==> config.mk <==
export PLATFORM = sky130hd
export DESIGN_NAME = ascii_unsigned_integer_parser
export DESIGN_NICKNAME = d
export VERILOG_FILES = /design/src/sv/aup_pkg.sv /design/src/sv/aup_fifo.sv /design/src/sv/aup_front.sv /design/src/sv/aup_back.sv /design/src/sv/ascii_unsigned_integer_parser.sv
export SDC_FILE = /design/constraint.sdc
export NUM_CORES = 1
export LEC_CHECK = 0
export ABC_AREA = 1
export BUFFER_PORTS_ARGS = -buffer_cell sky130_fd_sc_hd__buf_2
export CAP_MARGIN = 25
export CORE_MARGIN = 5
export CORE_UTILIZATION = 23
export DETAILED_ROUTE_END_ITERATION = 8
export GPL_TIMING_DRIVEN = 0
export PLACE_DENSITY = 0.4
export SYNTH_ARGS = -nofsm -noshare
export SYNTH_HDL_FRONTEND = slang
export SYNTH_SLANG_ARGS = --single-unit
==> constraint.sdc <==
create_clock -name clock -period 8.3 [get_ports clock]
set_input_delay 0.415 -clock clock [delete_from_list [all_inputs] [get_ports clock]]
set_output_delay 0.415 -clock clock [all_outputs]
set_load 0.05 [all_outputs]
==> src/sv/aup_pkg.sv <==
// Shared types and constants for the ASCII unsigned integer parser.
// No dependencies; imported by aup_front, aup_back and the top level.
package aup_pkg;

   localparam int DEFAULT_MAX_LEN = 4096;
   localparam int RADIX_W         = 6;
   localparam int VALUE_W         = 64;
   localparam int OFFSET_W        = 13;
   localparam int DIGIT_W         = 6;
   localparam int CSR_ADDR_W      = 3;
   localparam int CSR_DATA_W      = 32;
   localparam int QUEUE_DEPTH     = 2;

   // register byte addresses
   localparam logic [CSR_ADDR_W-1:0] RADIX_ADDR = 3'd0;

   localparam logic [DIGIT_W-1:0] NOT_A_DIGIT = 6'd36;
   localparam logic [RADIX_W-1:0] RADIX_AUTO  = 6'd0;
   localparam logic [RADIX_W-1:0] RADIX_BAD   = 6'd1;
   localparam logic [RADIX_W-1:0] RADIX_OCT   = 6'd8;
   localparam logic [RADIX_W-1:0] RADIX_DEC   = 6'd10;
   localparam logic [RADIX_W-1:0] RADIX_HEX   = 6'd16;
   localparam logic [RADIX_W-1:0] RADIX_MAX   = 6'd36;

   // one character after classification
   typedef struct packed {
      logic               term;     // NUL, ends the string
      logic               space;
      logic               plus;
      logic               minus;
      logic               zero;     // '0'
      logic               hex_x;    // 'x' or 'X'
      logic [DIGIT_W-1:0] digit;    // 0..35, NOT_A_DIGIT otherwise
   } char_class_type;

   localparam int CLASS_W = $bits(char_class_type);

   // one result item
   typedef struct packed {
      logic [VALUE_W-1:0]  value;
      logic                overflowed;
      logic [OFFSET_W-1:0] end_offset;
   } result_type;

   localparam int RESULT_W = $bits(result_type);

endpackage

==> src/sv/aup_fifo.sv <==
// Small register-based queue, generic in width and depth.
// No dependencies; used between front and back and as the result queue.
module aup_fifo #(
   parameter int WIDTH = 8,
   parameter int DEPTH = 2
) (
   input  logic             clock,
   input  logic             reset,
   input  logic             push,
   input  logic [WIDTH-1:0] wr_data,
   output logic             full,
   input  logic             pop,
   output logic [WIDTH-1:0] rd_data,
   output logic             empty
);

   localparam int PTR_W = (DEPTH > 1) ? $clog2(DEPTH) : 1;
   localparam int CNT_W = $clog2(DEPTH + 1);

   logic [WIDTH-1:0] store_ff [DEPTH];
   logic [PTR_W-1:0] wr_ptr_ff, wr_ptr_in;
   logic [PTR_W-1:0] rd_ptr_ff, rd_ptr_in;
   logic [CNT_W-1:0] count_ff, count_in;
   logic             do_push, do_pop;

   assign full    = (count_ff == CNT_W'(DEPTH));
   assign empty   = (count_ff == '0);
   assign do_push = push && !full;
   assign do_pop  = pop && !empty;
   assign rd_data = store_ff[rd_ptr_ff];

   always_comb begin
      wr_ptr_in = wr_ptr_ff;
      rd_ptr_in = rd_ptr_ff;
      count_in  = count_ff;
      if (do_push) begin
         wr_ptr_in = (wr_ptr_ff == PTR_W'(DEPTH - 1)) ? '0 : wr_ptr_ff + 1'b1;
      end
      if (do_pop) begin
         rd_ptr_in = (rd_ptr_ff == PTR_W'(DEPTH - 1)) ? '0 : rd_ptr_ff + 1'b1;
      end
      if (do_push && !do_pop) begin
         count_in = count_ff + 1'b1;
      end else if (do_pop && !do_push) begin
         count_in = count_ff - 1'b1;
      end
   end

   always_ff @(posedge clock) begin
      if (reset) begin
         wr_ptr_ff <= '0;
         rd_ptr_ff <= '0;
         count_ff  <= '0;
      end else begin
         wr_ptr_ff <= wr_ptr_in;
         rd_ptr_ff <= rd_ptr_in;
         count_ff  <= count_in;
      end
   end

   always_ff @(posedge clock) begin
      if (do_push) begin
         store_ff[wr_ptr_ff] <= wr_data;
      end
   end

endmodule

==> src/sv/aup_front.sv <==
// Front end: accepts characters and classifies them for the parser.
// Depends on aup_pkg and aup_fifo (the queue toward the back end).
module aup_front
   import aup_pkg::*;
(
   input  logic           clock,
   input  logic           reset,
   input  logic           push,
   input  logic [7:0]     char_code,
   output logic           full,
   input  logic           item_pop,
   output char_class_type item,
   output logic           item_valid
);

   char_class_type cls;
   logic [CLASS_W-1:0] q_rd;
   logic q_empty;

   always_comb begin
      cls       = '0;
      cls.term  = (char_code == 8'd0);
      cls.space = (char_code == 8'd32) || (char_code >= 8'd9 && char_code <= 8'd13);
      cls.plus  = (char_code == 8'd43);
      cls.minus = (char_code == 8'd45);
      cls.zero  = (char_code == 8'd48);
      cls.hex_x = (char_code == 8'd120) || (char_code == 8'd88);
      if (char_code >= 8'd48 && char_code <= 8'd57) begin
         cls.digit = DIGIT_W'(char_code - 8'd48);
      end else if (char_code >= 8'd65 && char_code <= 8'd90) begin
         cls.digit = DIGIT_W'(char_code - 8'd55);
      end else if (char_code >= 8'd97 && char_code <= 8'd122) begin
         cls.digit = DIGIT_W'(char_code - 8'd87);
      end else begin
         cls.digit = NOT_A_DIGIT;
      end
   end

   aup_fifo #(
      .WIDTH (CLASS_W),
      .DEPTH (QUEUE_DEPTH)
   ) u_class_q (
      .clock   (clock),
      .reset   (reset),
      .push    (push),
      .wr_data (cls),
      .full    (full),
      .pop     (item_pop),
      .rd_data (q_rd),
      .empty   (q_empty)
   );

   assign item       = char_class_type'(q_rd);
   assign item_valid = !q_empty;

endmodule

==> src/sv/aup_back.sv <==
// Back end: string parser state machine with the 64-bit accumulator.
// Depends on aup_pkg; fed by aup_front, feeds the result queue.
module aup_back
   import aup_pkg::*;
#(
   parameter int MAX_LEN = DEFAULT_MAX_LEN
) (
   input  logic               clock,
   input  logic               reset,
   input  logic [RADIX_W-1:0] radix,
   input  char_class_type     item,
   input  logic               item_valid,
   output logic               item_pop,
   input  logic               out_full,
   output logic               out_push,
   output result_type         out_result
);

   localparam int POS_W = $clog2(MAX_LEN + 1);

   typedef enum logic [2:0] {
      PH_SPACE, PH_SIGNED, PH_ZERO, PH_HEXX, PH_DIGITS, PH_STOPPED
   } phase_type;

   phase_type            phase_ff, phase_in;
   logic [VALUE_W-1:0]   acc_ff, acc_in;
   logic [RADIX_W-1:0]   base_ff, base_in;
   logic                 neg_ff, neg_in;
   logic                 ovf_ff, ovf_in;
   logic                 conv_ff, conv_in;
   logic [POS_W-1:0]     pos_ff, pos_in;
   logic [POS_W-1:0]     stop_ff, stop_in;

   logic                 proceed, first, take;
   logic [RADIX_W-1:0]   tb;
   logic [POS_W-1:0]     pos_inc;
   logic [VALUE_W+RADIX_W-1:0] prod;
   logic [POS_W+OFFSET_W-1:0]  stop_ext;

   assign proceed  = item_valid && !out_full;
   assign item_pop = proceed;
   assign out_push = proceed && item.term;
   assign pos_inc  = (pos_ff < POS_W'(MAX_LEN)) ? pos_ff + 1'b1 : pos_ff;
   assign prod     = (VALUE_W+RADIX_W)'(acc_ff) * (VALUE_W+RADIX_W)'(tb)
                   + (VALUE_W+RADIX_W)'(item.digit);
   assign stop_ext = {{OFFSET_W{1'b0}}, stop_ff};

   always_comb begin
      out_result.value      = ovf_ff ? {VALUE_W{1'b1}} : (neg_ff ? -acc_ff : acc_ff);
      out_result.overflowed = ovf_ff;
      out_result.end_offset = conv_ff ? stop_ext[OFFSET_W-1:0] : '0;
   end

   always_comb begin
      phase_in = phase_ff;
      acc_in   = acc_ff;
      base_in  = base_ff;
      neg_in   = neg_ff;
      ovf_in   = ovf_ff;
      conv_in  = conv_ff;
      pos_in   = pos_ff;
      stop_in  = stop_ff;
      first    = 1'b0;
      take     = 1'b0;
      tb       = base_ff;
      if (proceed) begin
         if (item.term) begin
            phase_in = PH_SPACE;
            acc_in   = '0;
            base_in  = '0;
            neg_in   = 1'b0;
            ovf_in   = 1'b0;
            conv_in  = 1'b0;
            pos_in   = '0;
            stop_in  = '0;
         end else begin
            case (phase_ff)
               PH_SPACE: begin
                  if (item.space) begin
                     pos_in = pos_inc;
                  end else if (item.plus || item.minus) begin
                     neg_in   = item.minus;
                     pos_in   = pos_inc;
                     phase_in = PH_SIGNED;
                  end else begin
                     first = 1'b1;
                  end
               end
               PH_SIGNED: begin
                  first = 1'b1;
               end
               PH_ZERO: begin
                  if (item.hex_x) begin
                     base_in  = RADIX_HEX;
                     pos_in   = pos_inc;
                     phase_in = PH_HEXX;
                  end else begin
                     take = 1'b1;
                     tb   = (base_ff == RADIX_AUTO) ? RADIX_OCT : base_ff;
                  end
               end
               PH_HEXX: begin
                  take = 1'b1;
                  tb   = RADIX_HEX;
               end
               PH_DIGITS: begin
                  take = 1'b1;
                  tb   = base_ff;
               end
               default: begin
                  phase_in = PH_STOPPED;
               end
            endcase

            // first character after whitespace and sign samples the radix
            if (first) begin
               if (radix == RADIX_BAD || radix > RADIX_MAX) begin
                  phase_in = PH_STOPPED;
               end else if ((radix == RADIX_AUTO || radix == RADIX_HEX) && item.zero) begin
                  base_in  = radix;
                  conv_in  = 1'b1;
                  pos_in   = pos_inc;
                  stop_in  = pos_inc;
                  phase_in = PH_ZERO;
               end else begin
                  take = 1'b1;
                  tb   = (radix == RADIX_AUTO) ? RADIX_DEC : radix;
               end
            end

            if (take) begin
               base_in = tb;
               if (tb < 6'd2 || item.digit >= tb) begin
                  phase_in = PH_STOPPED;
               end else begin
                  if (ovf_ff || prod[VALUE_W+RADIX_W-1:VALUE_W] != '0) begin
                     ovf_in = 1'b1;
                  end else begin
                     acc_in = prod[VALUE_W-1:0];
                  end
                  conv_in  = 1'b1;
                  pos_in   = pos_inc;
                  stop_in  = pos_inc;
                  phase_in = PH_DIGITS;
               end
            end
         end
      end
   end

   always_ff @(posedge clock) begin
      if (reset) begin
         phase_ff <= PH_SPACE;
         acc_ff   <= '0;
         base_ff  <= '0;
         neg_ff   <= 1'b0;
         ovf_ff   <= 1'b0;
         conv_ff  <= 1'b0;
         pos_ff   <= '0;
         stop_ff  <= '0;
      end else begin
         phase_ff <= phase_in;
         acc_ff   <= acc_in;
         base_ff  <= base_in;
         neg_ff   <= neg_in;
         ovf_ff   <= ovf_in;
         conv_ff  <= conv_in;
         pos_ff   <= pos_in;
         stop_ff  <= stop_in;
      end
   end

endmodule

==> src/sv/ascii_unsigned_integer_parser.sv <==
// ASCII unsigned integer parser, top level (strtoul semantics).
// Depends on aup_pkg, aup_fifo, aup_front and aup_back.
//
// Usage:
//  - Input queue: one character per item on req_char_code, taken when
//    req_push is high and req_full is low. A NUL ends the string; only the
//    NUL produces a result item, every other character produces nothing.
//  - Result queue: value, overflowed and end_offset of the oldest result
//    sit on the rsp_ ports while rsp_empty is low; rsp_pop takes it.
//  - CSR port (APB style): radix at byte address 0. Base 0 = auto detect
//    (0x hex, leading 0 octal, else decimal); 1 and above 36 are invalid.
//    The radix is sampled at the first character after whitespace and sign.
//    Write it only when the block is idle.
//  - Throughput: one character per cycle while the result queue has room.
//    One 64x6 multiply-add per cycle, overflow checked on the carry-outs.
//  - Path: a NUL goes through the character queue, then the parser into the
//    result queue, whose oldest entry sits on the rsp_ ports.
//  - Stall: the two-entry result queue fills while rsp_pop is low; the
//    parser then holds, the character queue fills and req_full rises.
//  - Reset: queues empty, parser at leading whitespace, radix 0 (auto).
module ascii_unsigned_integer_parser
   import aup_pkg::*;
#(
   parameter int MAX_LEN = DEFAULT_MAX_LEN
) (
   input  logic                  clock,
   input  logic                  reset,
   // character input
   input  logic                  req_push,
   output logic                  req_full,
   input  logic [7:0]            req_char_code,
   // results
   input  logic                  rsp_pop,
   output logic                  rsp_empty,
   output logic [VALUE_W-1:0]    rsp_value,
   output logic                  rsp_overflowed,
   output logic [OFFSET_W-1:0]   rsp_end_offset,
   // register port
   input  logic                  csr_psel,
   input  logic                  csr_penable,
   input  logic                  csr_pwrite,
   input  logic [CSR_ADDR_W-1:0] csr_paddr,
   input  logic [CSR_DATA_W-1:0] csr_pwdata,
   output logic [CSR_DATA_W-1:0] csr_prdata,
   output logic                  csr_pready
);

   logic [RADIX_W-1:0] radix_ff, radix_in;
   logic               csr_write;

   char_class_type     item;
   logic               item_valid, item_pop;
   logic               res_full, res_push;
   result_type         res_wr;
   logic [RESULT_W-1:0] res_rd;
   result_type         res_head;

   // config register: written in the APB access phase
   assign csr_pready = 1'b1;
   assign csr_write  = csr_psel && csr_penable && csr_pwrite && csr_pready;
   assign radix_in   = (csr_write && csr_paddr == RADIX_ADDR) ?
                       csr_pwdata[RADIX_W-1:0] : radix_ff;
   assign csr_prdata = (csr_paddr == RADIX_ADDR) ?
                       {{(CSR_DATA_W-RADIX_W){1'b0}}, radix_ff} : '0;

   always_ff @(posedge clock) begin
      if (reset) begin
         radix_ff <= RADIX_AUTO;
      end else begin
         radix_ff <= radix_in;
      end
   end

   // front end: classify and queue characters
   aup_front u_front (
      .clock      (clock),
      .reset      (reset),
      .push       (req_push),
      .char_code  (req_char_code),
      .full       (req_full),
      .item_pop   (item_pop),
      .item       (item),
      .item_valid (item_valid)
   );

   // back end: parser state machine
   aup_back #(
      .MAX_LEN (MAX_LEN)
   ) u_back (
      .clock      (clock),
      .reset      (reset),
      .radix      (radix_ff),
      .item       (item),
      .item_valid (item_valid),
      .item_pop   (item_pop),
      .out_full   (res_full),
      .out_push   (res_push),
      .out_result (res_wr)
   );

   // result queue decouples the parser from the consumer
   aup_fifo #(
      .WIDTH (RESULT_W),
      .DEPTH (QUEUE_DEPTH)
   ) u_result_q (
      .clock   (clock),
      .reset   (reset),
      .push    (res_push),
      .wr_data (res_wr),
      .full    (res_full),
      .pop     (rsp_pop),
      .rd_data (res_rd),
      .empty   (rsp_empty)
   );

   assign res_head       = result_type'(res_rd);
   assign rsp_value      = res_head.value;
   assign rsp_overflowed = res_head.overflowed;
   assign rsp_end_offset = res_head.end_offset;

endmodule
### Word-level counts from Yosys, hierarchy flattened

Memories as Yosys holds them, arrays and structs flattened. A register that Yosys moved wholly into a read port is not among the register bits.
Cells that the tools add are included.
W data, S select, Z words.

| storage, ports and cells | value |
|---|---|
| output and inout bits | 113 |
| register bits | 116 |
| logic and storage cells | 211 |
| input bits | 50 |
| bits in writable memories | 180 |
| memories kept | 2 |

Memory list:

| name | words | bits a word | rd ports | clocked after memory_dff | write ports | RTL line | RTL |
|---|---|---|---|---|---|---|---|
| u_result_q.store_ff | 2 | 78 | 1 | 1 | 1 | aup_fifo.sv:20 | `logic [WIDTH-1:0] store_ff [DEPTH];` |
| u_front.u_class_q.store_ff | 2 | 12 | 1 | 1 | 1 | aup_fifo.sv:20 |  |

| operators by class | value |
|---|---|
| magnitude comparators | 12 |
| eq/ne operators | 17 |
| multiply operators | 1 |
| muxes and demuxes | 98 |
| reduce and logical (&&, ||, !) cells | 52 |
| add/sub/neg operators | 14 |

Operator list:

| kind | number |
|---|---|
| $mux W64 | 6 |
| $mux W13 | 17 |
| $mux W6 | 21 |
| $add A70 B6 Y70 | 1 |
| $mul A64 B6 Y70 | 1 |
| $neg A64 Y64 | 1 |
| $mux W1 | 37 |
| $eq A8 B6 Y1 const B | 4 |
| $pmux W13 S2 | 1 |
| $mux W3 | 8 |
| $logic_and A1 B1 Y1 | 18 |
| $eq A8 B7 Y1 const B | 2 |
| $ge A8 B7 Y1 const B | 2 |
| $le A8 B7 Y1 const B | 2 |
| $add A13 B1 Y13 const B | 1 |
| $lt A13 B13 Y1 const B | 1 |
| $logic_not A6 Y1 | 2 |
| $pmux W6 S2 | 1 |
| $reduce_and A4 Y1 | 3 |
| $reduce_bool A2 Y1 | 6 |
| $sub A6 B6 Y6 const B | 2 |
| $pmux W3 S3 | 1 |
| $ge A8 B4 Y1 const B | 1 |
| $ge A8 B6 Y1 const B | 1 |
| 26 further kinds | 54 |

### Longest topological paths before layout

Gate-level depths: netlist (run 1).

| logic depth | value |
|---|---|
| depth in word-level cells | 19 |
| depth in mapped cells | 48 |
| depth with buffers taken out | 43 |

### Modules after synthesis

From an unflattened synthesis (run 1), not the netlist that was laid out.

| second synthesis, totals | value |
|---|---|
| cells, all modules | 3,643 |
| area total of the unflattened synthesis | 28,949.0 um2 |

Modules (own cells, without submodules):

| module | cells each | area an instance (um2) | seq. area each (um2) | times used |
|---|---|---|---|---|
| aup_back | 3,095 | 20,754.9 | 2,042.0 | 1 |
| aup_fifo (u_result_q) | 280 | 5,950.7 | 4,784.6 | 1 |
| aup_fifo (u_front.u_class_q) | 74 | 1,116.1 | 820.8 | 1 |
| ascii_unsigned_integer_parser | 87 | 568.0 | 120.1 | 1 |
| aup_front | 107 | 559.3 | 0.0 | 1 |

### Worst setup path before layout (run 1)

OpenSTA, ideal clock, no wires.

| timing | value |
|---|---|
| path kind | reg2reg |
| start | register with a tool-made name |
| end | register u_back.acc_ff[52] |
| slack | 2.051 ns |
| library setup time | 0.132 ns |
| data arrival time | 6.117 ns |
| stages on the path, launching flop included | 43 |
| clock period less this slack | 6.249 ns |
| path buffers | 5 |
| data required time | 8.168 ns |
| cell sequence | dfxtp_1 -> inv_2 -> buf_6 -> or2_1 -> o21ai_2 -> inv_2 -> nor2_1 -> inv_1 -> buf_2 -> o21ai_1 -> buf_2 -> nor2_1 -> fa_1 -> inv_1 -> fa_1 -> inv_1 -> fa_1 -> inv_1 -> (+7 left out) -> nand2_1 -> nand3_1 -> nand2_1 -> nand2_1 -> nand2_1 -> nand2_1 -> nand2_1 -> nand2_1 -> nand2_1 -> nand2_1 -> nor2_1 -> nand3_1 -> nand2_2 -> nand2_2 -> buf_6 -> buf_6 -> nand2_1 -> a21oi_1 |

RTL lines:

| what | RTL line | RTL |
|---|---|---|
| end signal, assigned | aup_back.sv:163 | `acc_ff <= acc_in;` |
| end, declared | aup_back.sv:26 | `logic [VALUE_W-1:0] acc_ff, acc_in;` |

==> results.yml, run 1 <==
floorplanning:
  die-width_um: 364
  start_util_pct: 23.2
  rows: 129
  fp.dieArea_mm2: 0.132
  die_h_um: 364
  pin_count: 163
  core_mm2: 0.124
timing:
  setup_violations: 0
  worstMarginPinSlew_ns: 1.02
  skew_ns: 0.0194
  slew_headroom_pct: 32.3
  rsz0062_at_grt: "no"
  whs_ns: 0.145
  finalHoldViolations: 0
  min_period_over_period_pct: 94.2
  finalMaxSlewViolations: 0
  post-route-min-period_ns: 7.82
  fmax_mhz: 128
worst_setup_path:
  worst_ep_required_time_ns: 8.80
  arrival_ns: 8.32
  end_kind: "register"
  r2r_cells: 38
  start_kind: "register"
  path_max_fanout: 10
  slowest_delay_ns: 0.54
  timing.reg2reg.setup_slack_ns: 0.48
  worstSetupPathType: "reg -> reg"
  crit_slowest_cell: "fa_1"
  reg2reg_to: "u_back.acc_ff[25]$_SDFFE_PP0P_"
  cp_common_cell: "nand2_1"
pwr:
  p_leak_nw: 14.6
  pwr_density_cell_mw_per_mm2: 274
  peakVddDrop_v: 0.000161
final_layout:
  final_common_cell: "nand2_1"
  final_cells: 5583
  area_growth_pct: 14.8
  nFillCells: 13677
  diodes: 0
  fin_util_pct: 26.6
  drive_gt1_share_pct: 10.4
  mostFrequentLayoutCells: "722 x nand2_1, 638 x nor2_1, 466 x inv_1, 267 x a21oi_1, 252 x fa_1"
  fin_nets: 4387
drt:
  wl_per_cell_um: 19.4
  wl_um: 108000
  drtIter0Drc: 1561
  ant_nets: 0
  dr.pass1.iters: 7
  vias: 25239
  route.detailed.drc: 0
  via_per_inst: 4.52
run:
  cap_violations: 0
logic_synthesis:
  yosysSeqAreaShare_pct: 27.0
  synthFlopType: "edfxtp_1"
  avgSynthCellArea_um2: 7.72
  synth_warnings: 0
  synthCells: 3734
  yosysTopAreaCell: "edfxtp_1"
  synthesis.area_mm2: 0.0288
  yosysTopAreaCellShare_pct: 18.8
  ys_top_cells_by_area: "edfxtp_1 19%, fa_1 18%, nand2_1 9.5%"
  synth.ff_latch_count: 298
  synth_edf_count: 180
  yosysUniqueCellTypes: 54
  async_reset_ff_share_pct: 0
global_route:
  grt_pass1_vias: 25478
  grt_pass1_wl_um: 163000
  antenna_found_initial: 2
  grt_max_degree: 30
  grt_usage_pct: 16.2
  gr-total-overflow: 0
clocking:
  cts_tree: "yes"
  numCtsBuffers: 36
  clk_pin_slew_ns: 0.06
  htree_levels: 2
  clkSinkCount: 298
  clock_latency_ns: 0.56
  cts_buffer_depth: 3
  cts_root_buffer: "clkbuf_16"
place:
  place_hpwl_um: 90800
  port_buffers: 108
  place_congestion: 0.924
  place_inst: 5515
worst_hold_path:
  min_to: "radix_ff[4]$_SDFFE_PP0P_"
  hold_class: "in -> reg"
  hold_path_depth: 3
  min_from: "csr_pwdata[4]"
status:
  status: "finished, final reports clean"
-- synth_stat cells (10+ instances only) --
| cell type | n |
|---|---|
| a21oi_1 | 268 |
| buf_1 | 16 |
| buf_2 | 34 |
| buf_4 | 33 |
| clkbuf_1 | 76 |
| dfxtp_1 | 118 |
| edfxtp_1 | 180 |
| fa_1 | 252 |
| ha_1 | 166 |
| inv_1 | 466 |
| inv_2 | 10 |
| mux2_2 | 78 |
| nand2_1 | 727 |
| nand3_1 | 211 |
| nand3b_1 | 15 |
| nand4_1 | 31 |
| nor2_1 | 646 |
| nor3_1 | 46 |
| o211ai_1 | 32 |
| o21ai_0 | 141 |
| o21bai_1 | 21 |
| or2_2 | 10 |
| xnor2_1 | 28 |
| xor2_1 | 34 |
-- worst max-delay path: cells and delay by family (launching register included) --
| family | cells | cell delay, ns |
|---|---|---|
| AO/OA/AOI/OAI | 8 | 1.60 |
| buffers and inverters | 10 | 1.65 |
| flip-flops | 1 | 0.40 |
| adder cells (fa/ha/maj) | 5 | 2.26 |
| AND/OR/NAND/NOR | 15 | 1.81 |
-- logic make-up after synthesis --
| family | after synthesis | share of synthesized area [%] |
|---|---|---|
| simple gates | 1723 | 24.6 |
| buf+inv | 647 | 9.19 |
| fa+ha+maj | 418 | 24.7 |
| other cells | 2 | 0.0261 |
| compound gates | 505 | 9.54 |
| mux | 79 | 3.08 |
| xor+xnor | 62 | 1.88 |
| flops | 298 | 27.0 |
-- report_power, final --
| part | internal [mW] | switching, mW |
|---|---|---|
| clock | 0.902 | 0.667 |
| sequential | 1.96 | 0.155 |
| combinational | 1.41 | 3.96 |
| total | 4.28 | 4.78 |
-- registers in the layout (all words and copies together) (netlist names), named ones only --
signal / flops
u_back.conv_ff: 1
u_back.acc_ff: 64
u_result_q.rd_ptr_ff: 1
u_back.pos_ff: 13
u_back.phase_ff: 3
u_front.u_class_q.rd_ptr_ff: 1
u_back.neg_ff: 1
u_front.u_class_q.count_ff: 2
u_front.u_class_q.store_ff: 24
u_back.base_ff: 6
u_result_q.store_ff: 156
u_result_q.count_ff: 2
u_result_q.wr_ptr_ff: 1
u_back.ovf_ff: 1
u_back.stop_ff: 13
radix_ff: 6
u_front.u_class_q.wr_ptr_ff: 1
-- how the worst max path moves through the flow --
stage | startpoint | end | slack, ns | depth (start not counted)
5_1_grt | register | u_back.acc_ff[45]$_SDFFE_PP0P_ | 0.02 | 45
2_1_floorplan | register | u_back.acc_ff[52]$_SDFFE_PP0P_ | 2.05 | 42
3_3_place_gp | register | u_back.acc_ff[56]$_SDFFE_PP0P_ | -1.82 | 35
6_report | register | u_back.acc_ff[25]$_SDFFE_PP0P_ | 0.48 | 38
3_5_place_dp | register | u_back.acc_ff[55]$_SDFFE_PP0P_ | -1.28 | 35
4_1_cts | register | u_back.acc_ff[55]$_SDFFE_PP0P_ | 0.01 | 37
-- per-stage QoR --
stage               worst slack, ns  power [mW]  setup TNS, ns  area [µm²]
global placement              -1.82        7.41        -112.44       31500
global route                 0.0191        9.63              0       33100
CTS                          0.0131        9.09              0       32900
floorplan                      2.05        5.51              0       28900
finish                        0.481        9.05              0       33100
detailed placement            -1.28        7.43         -76.82       31700
-- what timing repair did --
action,CTS,global route
cloned,0,0
endpoints found under the hold margin,0,0
hold buffers,0,0
pin swaps,0,3
setup endpoints to repair,65,65
setup buffers,0,3
gates resized for setup,31,38
-- routing by layer --
metal | up-vias | part of all wire, % | GRT usage, %
met5 | - | 0 | 0
met4 | 0 | 2.5 | 4.24
met3 | 105 | 4.3 | 1.70
met2 | 560 | 43 | 25.1
met1 | 12211 | 50 | 24.2
li1 | 12363 | - | -
-- cell type report --
cell class | count | area, µm² | share of cell area (%)
inverters | 481 | 1810 | 5.47
flip-flops and latches | 298 | 7770 | 23.5
clock inverters | 24 | 198 | 0.598
plain buffers | 166 | 887 | 2.68
well taps | 1637 | 2050 | 6.19
multi-input cells | 2814 | 18600 | 56.4
repair buffers | 122 | 754 | 2.28
clock buffers | 41 | 962 | 2.91
Note: power is estimated with default switching activity, not from simulation.
==> run 2: changes to the inputs <==
==> constraint.sdc (replaced) <==
create_clock -name clock -period 8.7 [get_ports clock]
set_input_delay 0.435 -clock clock [delete_from_list [all_inputs] [get_ports clock]]
set_output_delay 0.435 -clock clock [all_outputs]
set_load 0.05 [all_outputs]
==> results.yml, run 2 (synthesis results as in run 1) <==
clocking:
  clkSinkCount: 298
  cts_tree: "yes"
  clk_pin_slew_ns: 0.06
  htree_levels: 2
  clock_latency_ns: 0.56
  cts_buffer_depth: 3
  cts_root_buffer: "clkbuf_16"
  cts-hold-fix-buffers: 0
  numCtsBuffers: 36
  post_cts_buffers: 0
final_layout:
  final_common_cell: "nand2_1"
  multiInputGateArea_mm2: 0.0186
  final_cells: 5580
  diodes: 0
  stdcell_area_mm2: 0.0330
  nFillCells: 13685
  area_growth_pct: 14.4
  seqCellArea_mm2: 0.00777
  fin_nets: 4384
  fin_util_pct: 26.6
  largestRegisters: "u_result_q.store_ff x156, u_back.acc_ff x64, u_front.u_class_q.store_ff x24"
  mostFrequentLayoutCells: "726 x nand2_1, 640 x nor2_1, 466 x inv_1, 268 x a21oi_1, 252 x fa_1"
  regMostFlops: "u_result_q.store_ff"
  drive_gt1_share_pct: 9.97
  largest_register_ffs: 156
global_route:
  gr-total-overflow: 0
  grt_pass1_wl_um: 163000
  grt_usage_pct: 16.2
  grt_pass1_vias: 25473
  grt_max_degree: 30
  antenna_found_initial: 2
worst_setup_path:
  start_kind: "register"
  slowest_delay_ns: 0.53
  critical-path-top-delay-family: "simple AND/OR/NAND/NOR gates"
  crit_slowest_cell: "fa_1"
  crit_buf_inv: 11
  end_kind: "register"
  worstSetupPathType: "reg -> reg"
  arrival_ns: 8.64
  worst_ep_required_time_ns: 9.16
  path_max_fanout: 10
  cp_common_cell: "nand2_1"
drt:
  ant_nets: 0
  drtIter0Drc: 1628
  dr.pass1.iters: 5
  route.detailed.drc: 0
  via_per_inst: 4.51
  vias: 25187
  wl_um: 108000
  wl_per_cell_um: 19.4
floorplanning:
  rows: 129
  fp.dieArea_mm2: 0.132
  die_h_um: 364
  start_util_pct: 23.2
  die-width_um: 364
  core_mm2: 0.124
  pin_count: 163
place:
  place_inst: 5515
  place_hpwl_um: 90800
  dpl_cell_area_mm2: 0.0317
  place_congestion: 0.924
  port_buffers: 108
  place_ws_ns: -0.877
pwr:
  p_leak_nw: 14.5
  finalPower_mw: 8.59
  peakVddDrop_v: 0.000154
  pwr_density_cell_mw_per_mm2: 261
worst_hold_path:
  hold_class: "in -> reg"
  min_from: "csr_pwdata[4]"
timing:
  worst_slack_ns: 0.523
  fmax_mhz: 122
  post-route-min-period_ns: 8.18
  rsz0062_at_grt: "yes"
  fin_setup_tns_ns: 0
  setup_violations: 0
  whs_ns: 0.165
  finalHoldViolations: 0
  worstMarginPinSlew_ns: 0.976
  finalMaxSlewViolations: 0
  skew_ns: 0.0199
  min_period_over_period_pct: 94.0
  slew_headroom_pct: 34.9
run:
  cap_violations: 0
status:
  status: "finished, final reports clean"
==> run 2: cell types whose count changed in the layout (fill, tap and decap cells not counted), sizes merged <==
| cell | before | now |
|---|---|---|
| clkinv | 22 | 21 |
| buf | 211 | 205 |
| clkbuf | 118 | 121 |
| clkinvlp | 3 | 4 |
==> run 2: path summary, 6_finish.rpt <==
kind         cells past startpoint                                  endpoint  slack, ns
max                             38            u_back.acc_ff[15]$_SDFFE_PP0P_       0.52
min                              3                  radix_ff[4]$_SDFFE_PP0P_       0.16
max reg2reg                     38            u_back.acc_ff[15]$_SDFFE_PP0P_       0.52
min reg2reg                      1  u_front.u_class_q.rd_ptr_ff$_SDFFE_PP0P_       0.45
==> run 2: timing repair <==
| action | 4_1_cts | 5_1_grt |
|---|---|---|
| endpoints found under the setup margin | 65 | 65 |
| resized for setup | 12 | 35 |
| cloned | 0 | 0 |
| pin swaps | 0 | 0 |
==> run 2: metal layers <==
layer	vias up	wire, µm	GRT usage (%)
met5	-	0	0
met2	540	46600	25.0
met4	0	2760	4.24
met1	12189	54200	24.2
met3	107	4610	1.70
li1	12351	-	-
==> run 2: report_power, final <==
group	internal, mW	switching [mW]
Combinational	1.32	3.76
Sequential	1.87	0.146
Clock	0.861	0.635
Total	4.05	4.54
==> run 2: worst register-to-register path, delay by kind of cell, from the launching register on <==
| kind | cells | cell delay, ns |
|---|---|---|
| AOI/OAI and AO/OA | 4 | 0.99 |
| adders and majority gates | 5 | 2.27 |
| buffers and inverters | 11 | 1.88 |
| DFF | 1 | 0.40 |
| and+or+nand+nor | 18 | 2.55 |
==> run 2: final cells by class <==
cell class | count | area share (%)
Multi-Input combinational cell | 2814 | 56.4
Sequential cell | 298 | 23.6
Tap cell | 1637 | 6.21
Inverter | 481 | 5.50
Clock buffer | 41 | 2.92
Buffer | 166 | 2.65
Timing Repair Buffer | 119 | 2.18
Clock inverter | 24 | 0.600
